===== config.mk =====
export PLATFORM = sky130hd
export DESIGN_NAME = lras_ctrl
export DESIGN_NICKNAME = d
export VERILOG_FILES = /design/src/hdl/lras_pkg.sv /design/src/hdl/lras_ctrl.sv
export SDC_FILE = /design/constraint.sdc
export NUM_CORES = 1
export LEC_CHECK = 0
export BUFFER_PORTS_ARGS = -buffer_cell sky130_fd_sc_hd__buf_2
export CAP_MARGIN = 40
export CORE_AREA = 10 10 47 49
export CTS_BUF_LIST = sky130_fd_sc_hd__clkbuf_4 sky130_fd_sc_hd__clkbuf_8 sky130_fd_sc_hd__clkbuf_16
export CTS_CLUSTER_SIZE = 16
export DETAILED_ROUTE_END_ITERATION = 8
export DIE_AREA = 0 0 57 59
export GPL_ROUTABILITY_DRIVEN = 1
export PLACE_DENSITY = 0.74
export SYNTH_ARGS = -nofsm -noshare
export SYNTH_HDL_FRONTEND = slang
export SYNTH_SLANG_ARGS = --single-unit
export TNS_END_PERCENT = 30

===== constraint.sdc =====
create_clock -name clock -period 1.2 [get_ports clock]
set_input_delay 0.12 -clock clock [delete_from_list [all_inputs] [get_ports clock]]
set_output_delay 0.12 -clock clock [all_outputs]
set_load 0.005 [all_outputs]

===== src/hdl/lras_pkg.sv =====
// ----------------------------------------------------------------------------
// lras_pkg
// Shared types and constants for the lazy range-assign / range-sum tree.
// ----------------------------------------------------------------------------
`default_nettype none

package lras_pkg;

   // tree geometry
   localparam int LEAVES  = 1024;
   localparam int LEAF_W  = $clog2(LEAVES);
   localparam int TREE_W  = 1 << LEAF_W;
   localparam int NODES   = 2 * TREE_W;
   localparam int NODE_W  = LEAF_W + 1;
   localparam int LOOP_W  = LEAF_W + 2;
   localparam int H_W     = $clog2(LEAF_W + 1);

   // field widths
   localparam int LEFT_W  = 10;
   localparam int RIGHT_W = 11;
   localparam int VAL_W   = 32;
   localparam int SUM_W   = 43;
   localparam int OUT_W   = 42;
   localparam int PEND_W  = VAL_W + 1;

   // action codes
   localparam logic ACT_ASSIGN = 1'b0;
   localparam logic ACT_SUM    = 1'b1;

   typedef struct packed {
      logic                     action;
      logic [LEFT_W-1:0]        left;
      logic [RIGHT_W-1:0]       right;
      logic signed [VAL_W-1:0]  value;
   } req_type;

   typedef struct packed {
      logic signed [OUT_W-1:0]  sum;
      logic                     range_error;
   } rsp_type;

   typedef enum logic [3:0] {
      ST_CLEAR,
      ST_IDLE,
      ST_START,
      ST_PUSH_RD,
      ST_PUSH_CHK,
      ST_PUSH_WB,
      ST_PUSH_WC,
      ST_LOOP_INIT,
      ST_LOOP_L,
      ST_LOOP_R,
      ST_BUILD_RD,
      ST_BUILD_WR,
      ST_FIN
   } state_type;

   // controller to datapath
   typedef struct packed {
      logic clr_step;
      logic latch;
      logic push_rd;
      logic push_wa;
      logic push_wb;
      logic push_wc;
      logic path_dn;
      logic loop_init;
      logic loop_l;
      logic loop_r;
      logic bld_init;
      logic bld_rd;
      logic bld_wr;
      logic path_up;
      logic rsp_load;
   } cmd_type;

   // datapath to controller
   typedef struct packed {
      logic clr_done;
      logic err;
      logic is_sum;
      logic flag;
      logic side;
      logic h_one;
      logic h_top;
      logic l_lt_r;
      logic rsp_free;
   } stat_type;

endpackage

`default_nettype wire


===== src/hdl/lras_ctrl.sv =====
// ----------------------------------------------------------------------------
// lras_ctrl
// Sequencer: push-down along both boundary paths, bottom-up range walk,
// parent rebuild for assigns, then result hand-off.
// ----------------------------------------------------------------------------
`default_nettype none

module lras_ctrl (
   input  wire logic               clock,
   input  wire logic               reset,
   input  wire logic               req_valid,
   output logic                    req_stall,
   output lras_pkg::cmd_type       cmd,
   input  wire lras_pkg::stat_type stat
);
   import lras_pkg::*;

   state_type state_ff;
   state_type state_in;

   // state register
   always_ff @(posedge clock) begin
      if (reset) begin
         state_ff <= ST_CLEAR;
      end else begin
         state_ff <= state_in;
      end
   end

   // next state
   always_comb begin
      state_in = state_ff;
      case (state_ff)
         ST_CLEAR:     if (stat.clr_done) state_in = ST_IDLE;
         ST_IDLE:      if (req_valid) state_in = ST_START;
         ST_START:     state_in = stat.err ? ST_FIN : ST_PUSH_RD;
         ST_PUSH_RD:   state_in = ST_PUSH_CHK;
         ST_PUSH_CHK: begin
            if (stat.flag) state_in = ST_PUSH_WB;
            else if (stat.side && stat.h_one) state_in = ST_LOOP_INIT;
            else state_in = ST_PUSH_RD;
         end
         ST_PUSH_WB:   state_in = ST_PUSH_WC;
         ST_PUSH_WC: begin
            if (stat.side && stat.h_one) state_in = ST_LOOP_INIT;
            else state_in = ST_PUSH_RD;
         end
         ST_LOOP_INIT: state_in = ST_LOOP_L;
         ST_LOOP_L: begin
            if (stat.l_lt_r) state_in = ST_LOOP_R;
            else if (stat.is_sum) state_in = ST_FIN;
            else state_in = ST_BUILD_RD;
         end
         ST_LOOP_R:    state_in = ST_LOOP_L;
         ST_BUILD_RD:  state_in = ST_BUILD_WR;
         ST_BUILD_WR:  state_in = (stat.side && stat.h_top) ? ST_FIN : ST_BUILD_RD;
         ST_FIN:       if (stat.rsp_free) state_in = ST_IDLE;
         default:      state_in = ST_CLEAR;
      endcase
   end

   // commands
   always_comb begin
      cmd = '0;
      req_stall = 1'b1;
      case (state_ff)
         ST_CLEAR:     cmd.clr_step = 1'b1;
         ST_IDLE: begin
            req_stall = 1'b0;
            cmd.latch = req_valid;
         end
         ST_START:     cmd = '0;
         ST_PUSH_RD:   cmd.push_rd = 1'b1;
         ST_PUSH_CHK: begin
            if (stat.flag) cmd.push_wa = 1'b1;
            else cmd.path_dn = 1'b1;
         end
         ST_PUSH_WB:   cmd.push_wb = 1'b1;
         ST_PUSH_WC: begin
            cmd.push_wc = 1'b1;
            cmd.path_dn = 1'b1;
         end
         ST_LOOP_INIT: cmd.loop_init = 1'b1;
         ST_LOOP_L: begin
            if (stat.l_lt_r) cmd.loop_l = 1'b1;
            else if (!stat.is_sum) cmd.bld_init = 1'b1;
         end
         ST_LOOP_R:    cmd.loop_r = 1'b1;
         ST_BUILD_RD:  cmd.bld_rd = 1'b1;
         ST_BUILD_WR: begin
            cmd.bld_wr  = 1'b1;
            cmd.path_up = 1'b1;
         end
         ST_FIN:       cmd.rsp_load = stat.rsp_free;
         default:      cmd = '0;
      endcase
   end

endmodule

`default_nettype wire


==> results of run 1 <==
## Yosys cell counts
| master | number |
|---|---|
| nor2_1 | 8 |
| nand2b_1 | 7 |
| a21oi_1 | 6 |
| nor3_1 | 6 |
| nand2_1 | 5 |
| buf_2 | 4 |
| dfxtp_1 | 4 |
| inv_1 | 3 |
| nor4_1 | 3 |
| a21o_1 | 2 |
| and4_1 | 2 |
| buf_4 | 2 |
| inv_2 | 2 |
| nand3_1 | 2 |
| o21bai_1 | 2 |
| a211oi_1 | 1 |
| a221oi_1 | 1 |
| a311o_1 | 1 |
| a31oi_1 | 1 |
| nand4b_1 | 1 |
| nor2b_1 | 1 |
| nor3b_1 | 1 |
| nor4_2 | 1 |
| o31a_1 | 1 |
| o31ai_1 | 1 |
| o32ai_1 | 1 |
| or3_1 | 1 |
## through the flow
| step | util, % | area [um^2] | setup WS, ns |
|---|---|---|---|
| after global routing | 66.5 | 932 | -0.351 |
| after detailed placement | 52.1 | 729 | -0.112 |
| final | 66.5 | 932 | -0.263 |
| after global placement | 52.1 | 729 | -0.0793 |
| after CTS | 63.6 | 891 | -0.225 |
| after floorplan | - | 467 | 0.00206 |
## layer usage
layer  track usage, %  vias to the layer above
li1                 -                      367
met1             13.8                      356
met2             21.4                       42
met3             6.87                        5
met4             9.06                        0
met5                0                        -
## path summary, 6_finish.rpt
check	startpoint	end	slack, ns
hold / removal	reset	state_ff[2]	0.07
setup / recovery	state_ff[1]	cmd[4]	-0.26
hold reg to reg	state_ff[1]	state_ff[0]	0.77
setup reg to reg	state_ff[0]	state_ff[1]	-0.17
## where the power goes
part	leakage [nW]	internal (mW)	switching [mW]
clock	0.0138	0.113	0.0674
combinational	0.409	0.808	0.619
sequential	0.0353	0.209	0.0946
total	0.458	1.13	0.781
## cells by family after synthesis
kind of cell,after synthesis
buffers and inverters,11
and+or+nand+nor,38
DFF,4
AOI/OAI and AO/OA,17
## final cells by class
| cell class | count | area (um^2) |
|---|---|---|
| Tap cell | 16 | 20.0 |
| Clock buffer | 3 | 22.5 |
| Multi-Input combinational cell | 55 | 404 |
| Timing Repair Buffer | 56 | 374 |
| Fill cell | 118 | 469 |
| Inverter | 5 | 18.8 |
| Sequential cell | 4 | 92.6 |
## cells in the final DEF (no fill, tap or decap), types with 3 or more instances in the layout
| cell | n |
|---|---|
| a21oi_1 | 6 |
| nor2_1 | 4 |
| nor3_1 | 4 |
| buf_2 | 26 |
| clkbuf_4 | 3 |
| nand2_1 | 5 |
| buf_4 | 25 |
| nand2b_1 | 6 |
| inv_1 | 3 |
| dfxtp_4 | 3 |
| buf_6 | 5 |
## timing repair
action | in CTS | in global routing
pin swaps | 6 | 3
hold buffers | 0 | 0
setup buffers | 8 | 2
gates cloned | 0 | 0
gates resized for setup | 21 | 6
endpoints found under the setup margin | 20 | 20
## critical path, cell delays in order, from the launching register on
cell and delay (ns):
dfxtp_4 0.36, nand2b_1 0.18, nor4_2 0.21, nor2b_2 0.21, buf_2 0.12
==> metrics.cfg, run 1 <==
[flow_run]
drv_cap = 0

[synthesis]
synth-compound-area-share_pct = 25.5
ys_seq_elements = 4
synth_area_leaders = dfxtp_1 (17%), nand2b_1 (9.5%), a21oi_1 (6.5%), nor3_1 (6.5%), nor2_1 (6.5%)
synth_nets = 82
synthAdderAreaFrac_pct = 0
synth-simple-area-share_pct = 45.5
yosys-mux-area-fraction_pct = 0
synth.top_cell.area_share_pct = 17.3
ys_seq_area_share_pct = 17.3
syn_area_um2 = 462
synth.avg_cell_area_um2 = 6.60
ys_types = 27
synth_top_cell_by_area = dfxtp_1
synth_top_family_by_area = simple AND/OR/NAND/NOR gates
synth_cells = 70
synth_warnings = 0
synth-xor-area-share_pct = 0

[detailed_routing]
drt_iter0_drc = 21
dr.pass1.iters = 5
wl_um = 2200
dr_wl_met2_um = 1130
maxUsedRoutingLayer = met4
vias = 770
viasPerCell = 5.54
met1_length_um = 813
wl_per_cell_um = 15.8
drc = 0
route.met3.wl_um = 208
antenna_left = 0

[grt]
grt_overflow = 0
antenna_found_initial = 0
grt_pass1_vias = 764
grtUsageTotal_pct = 13.5
grt_max_degree = 9
grt_pass1_wl_um = 3650

[sta]
worst_slew_pin_slew_ns = 0.366
fmax_mhz = 683
holdWs_ns = 0.0697
slew-limit-headroom_pct = 75.6
maxSlewViolCount = 0
finalSetupViolations = 20
fin_crit_sh_pct = 122
setup_tns_ns = -3.18
rsz0062_at_grt = yes
final_hold_viol_count = 0
fin_crit_ns = 1.46
layout_setup_ws_ns = -0.263
fin_skew_ns = 0.00234

[finish]
drive_gt1_share_pct = 64.2
largest_register_ffs = 4
final_nets = 137
syn_to_final_growth_pct = 102
reg_top3 = state_ff x4
stdcell_count = 139
diodes = 0
top_register = state_ff

[placement]
dp.cells = 126
gp_congestion = 0.947
hpwlAfterDp_um = 1520
portBuffers = 27

[floorplanning]
initial_core_util_pct = 32.9
rows = 14
core_area_um2 = 1400
dieHeight_um = 59
io_pins = 28
die_area_um2 = 3360
fp.dieW_um = 57

[power]
finalPower_mw = 1.91
cellPowerDensity_nw_per_um2 = 2050
irDropWorstVdd_mv = 1.55
leakage_nw = 0.458

[clocking]
cts_buffers = 3
htree_levels = 1
cts.root.buffer_cell = clkbuf_4
clockBufferDepth = 2
cts.sinks = 4
clk_pin_slew_ns = 0.04
cts_tree = built
clock_latency_ns = 0.25

[hold_path]
min_path_cells = 2
hold_path.class = in2reg

[critical_path]
ff2ff_path_depth = 6
crit_required_ns = 1.08
critPathArrivalTime_ns = 1.34
crit_path_start_kind = flop
endpoint_kind = output port
crit_type = reg2out
cp_max_fo = 8

[outcome]
failed_checks = setup timing
status = finished, violations left

Note: power is estimated with default switching activity, not from simulation.
==> run 2, diff against run 1 <==
CORE_AREA = 2 2 39 41   (was 10 10 47 49)
DIE_AREA = 0 0 41 43   (was 0 0 57 59)
==> metrics.cfg, run 2 (synthesis results as in run 1) <==
[sta]
layout_setup_ws_ns = -0.240  ; was -0.263 ns
slew-limit-headroom_pct = 78.7  ; was 75.6%
final_hold_viol_count = 0  ; unchanged
holdWs_ns = 0.101  ; was 0.0697 ns
fin_crit_ns = 1.44  ; was 1.46 ns
rsz0062_at_grt = yes  ; unchanged
setup_tns_ns = -2.48  ; was -3.18 ns
finalSetupViolations = 19  ; was 20
worst_slew_pin_slew_ns = 0.317  ; was 0.366 ns
fin_crit_sh_pct = 120  ; was 122%
fin_skew_ns = 0.00114  ; was 0.00234 ns
fmax_mhz = 694  ; was 683 MHz
maxSlewViolCount = 0  ; unchanged

[hold_path]
min_from = reset  ; unchanged
hold_path.class = in2reg  ; unchanged

[critical_path]
crit_required_ns = 1.08  ; about the same
endpoint_kind = output port  ; unchanged
cp_slowest_cell = dfxtp_2  ; was dfxtp_4
r2r-start = state_ff[2]  ; was state_ff[0]
slowest_delay_ns = 0.34  ; was 0.36 ns
critPathArrivalTime_ns = 1.32  ; was 1.34 ns
crit_start = state_ff[0]  ; was state_ff[1]
crit_path_start_kind = flop  ; unchanged
crit_type = reg2out  ; unchanged
cp_max_fo = 7  ; was 8
crit_chain = buf_6, nor4_4, nor2b_4, buf_2  ; was nand2b_1, nor4_2, nor2b_2, buf_2

[finish]
layout_common_cells = buf_2 (27), buf_4 (17), a21oi_1 (6), buf_6 (6), nor3_1 (5)  ; was buf_2 (26), buf_4 (25), nand2b_1 (6), a21oi_1 (6)
diodes = 0  ; unchanged
layout_commonest_cell = buf_2  ; unchanged
top_register = state_ff  ; unchanged
stdcell_count = 135  ; was 139
reg_top3 = state_ff x4  ; unchanged
postLayoutCoreUtil_pct = 69.5  ; was 66.5%
postLayoutCellArea_um2 = 962  ; was 932 um^2
syn_to_final_growth_pct = 108  ; was 102%
final_nets = 133  ; was 137
drive_gt1_share_pct = 67.2  ; was 64.2%
largest_register_ffs = 4  ; unchanged

[clocking]
cts_tree = built  ; unchanged
clk_pin_slew_ns = 0.04  ; about the same
cts_buffers = 3  ; unchanged
cts_hold_buf = 0  ; unchanged
clockBufferDepth = 2  ; unchanged
cts.sinks = 4  ; unchanged
htree_levels = 1  ; unchanged
clock_latency_ns = 0.23  ; was 0.25 ns
cts.root.buffer_cell = clkbuf_4  ; unchanged

[floorplanning]
initial_core_util_pct = 33.4  ; was 32.9%
die_area_um2 = 1760  ; was 3360 um^2
fp.dieW_um = 41  ; was 57 um
io_pins = 28  ; unchanged
core_area_um2 = 1380  ; was 1400 um^2
rows = 14  ; unchanged
dieHeight_um = 43  ; was 59 um

[power]
leakage_nw = 0.452  ; was 0.458 nW
cellPowerDensity_nw_per_um2 = 1860  ; was 2050 nW/um^2
irDropWorstVdd_mv = 1.62  ; was 1.55 mV
finalPower_mw = 1.79  ; was 1.91 mW

[detailed_routing]
drt_iter0_drc = 15  ; was 21
wl_per_cell_um = 13.4  ; was 15.8 um
wl_um = 1810  ; was 2200 um
drc = 0  ; unchanged
dr.pass1.iters = 4  ; was 5
viasPerCell = 5.36  ; was 5.54
antenna_left = 0  ; unchanged
vias = 723  ; was 770

[grt]
grt_pass1_wl_um = 2600  ; was 3650 um
grt_max_degree = 13  ; was 9
grtUsageTotal_pct = 20.3  ; was 13.5%
grt_overflow = 0  ; unchanged
antenna_found_initial = 0  ; unchanged
grt_pass1_vias = 607  ; was 764

[placement]
dp.cells = 127  ; was 126
portBuffers = 27  ; unchanged
place_area_um2 = 762  ; was 729 um^2
hpwlAfterDp_um = 1230  ; was 1520 um
gp_congestion = 0.796  ; was 0.947
dp_slack_ns = -0.195  ; was -0.112 ns

[outcome]
failed_checks = setup timing  ; unchanged
status = finished, violations left  ; unchanged

[flow_run]
drv_cap = 0  ; unchanged

## run 2: changes by cell type in the layout (fill, tap and decap cells not counted), sizes merged
cell  change
buf       -4
## run 2: power by group
part           internal [mW]  switching (mW)  total (mW)
clock                  0.112          0.0518       0.163
sequential             0.198           0.107       0.305
combinational          0.725           0.599        1.32
total                   1.03           0.758        1.79
## run 2: metal layers
layer / share of wire, % / global-route usage [%] / up-vias
li1: - / - / 363
met1: 44 / 27.2 / 341
met2: 53 / 35.6 / 19
met3: 3.5 / 1.57 / 0
met4: 0 / 0 / 0
met5: 0 / 0 / -
## run 2: critical path: cells and delay by family (launching register included)
kind / cells / cell delay (ns)
and+or+nand+nor: 2 / 0.49
DFF: 1 / 0.34
buffers and inverters: 2 / 0.25
## run 2: worst paths after layout
kind	endpoint	slack [ns]	cells past startpoint
worst max-delay path	cmd[4]	-0.24	4
worst min-delay path	state_ff[2]	0.10	2
worst max register to register	state_ff[0]	-0.10	5
worst min register to register	state_ff[1]	0.68	3
## run 2: area by class of cell
type / instances / area [um^2]
multi-input cells: 55 / 443
repair buffers: 52 / 370
flip-flops and latches: 4 / 87.6
inverters: 5 / 18.8
fillers: 103 / 422
well taps: 16 / 20.0
clock buffers: 3 / 22.5
## run 2: what timing repair did
| action | in CTS | in global routing |
|---|---|---|
| setup buffers | 3 | 2 |
| pin swaps | 3 | 2 |
| gates resized for setup | 24 | 10 |
| endpoints found under the setup margin | 20 | 20 |
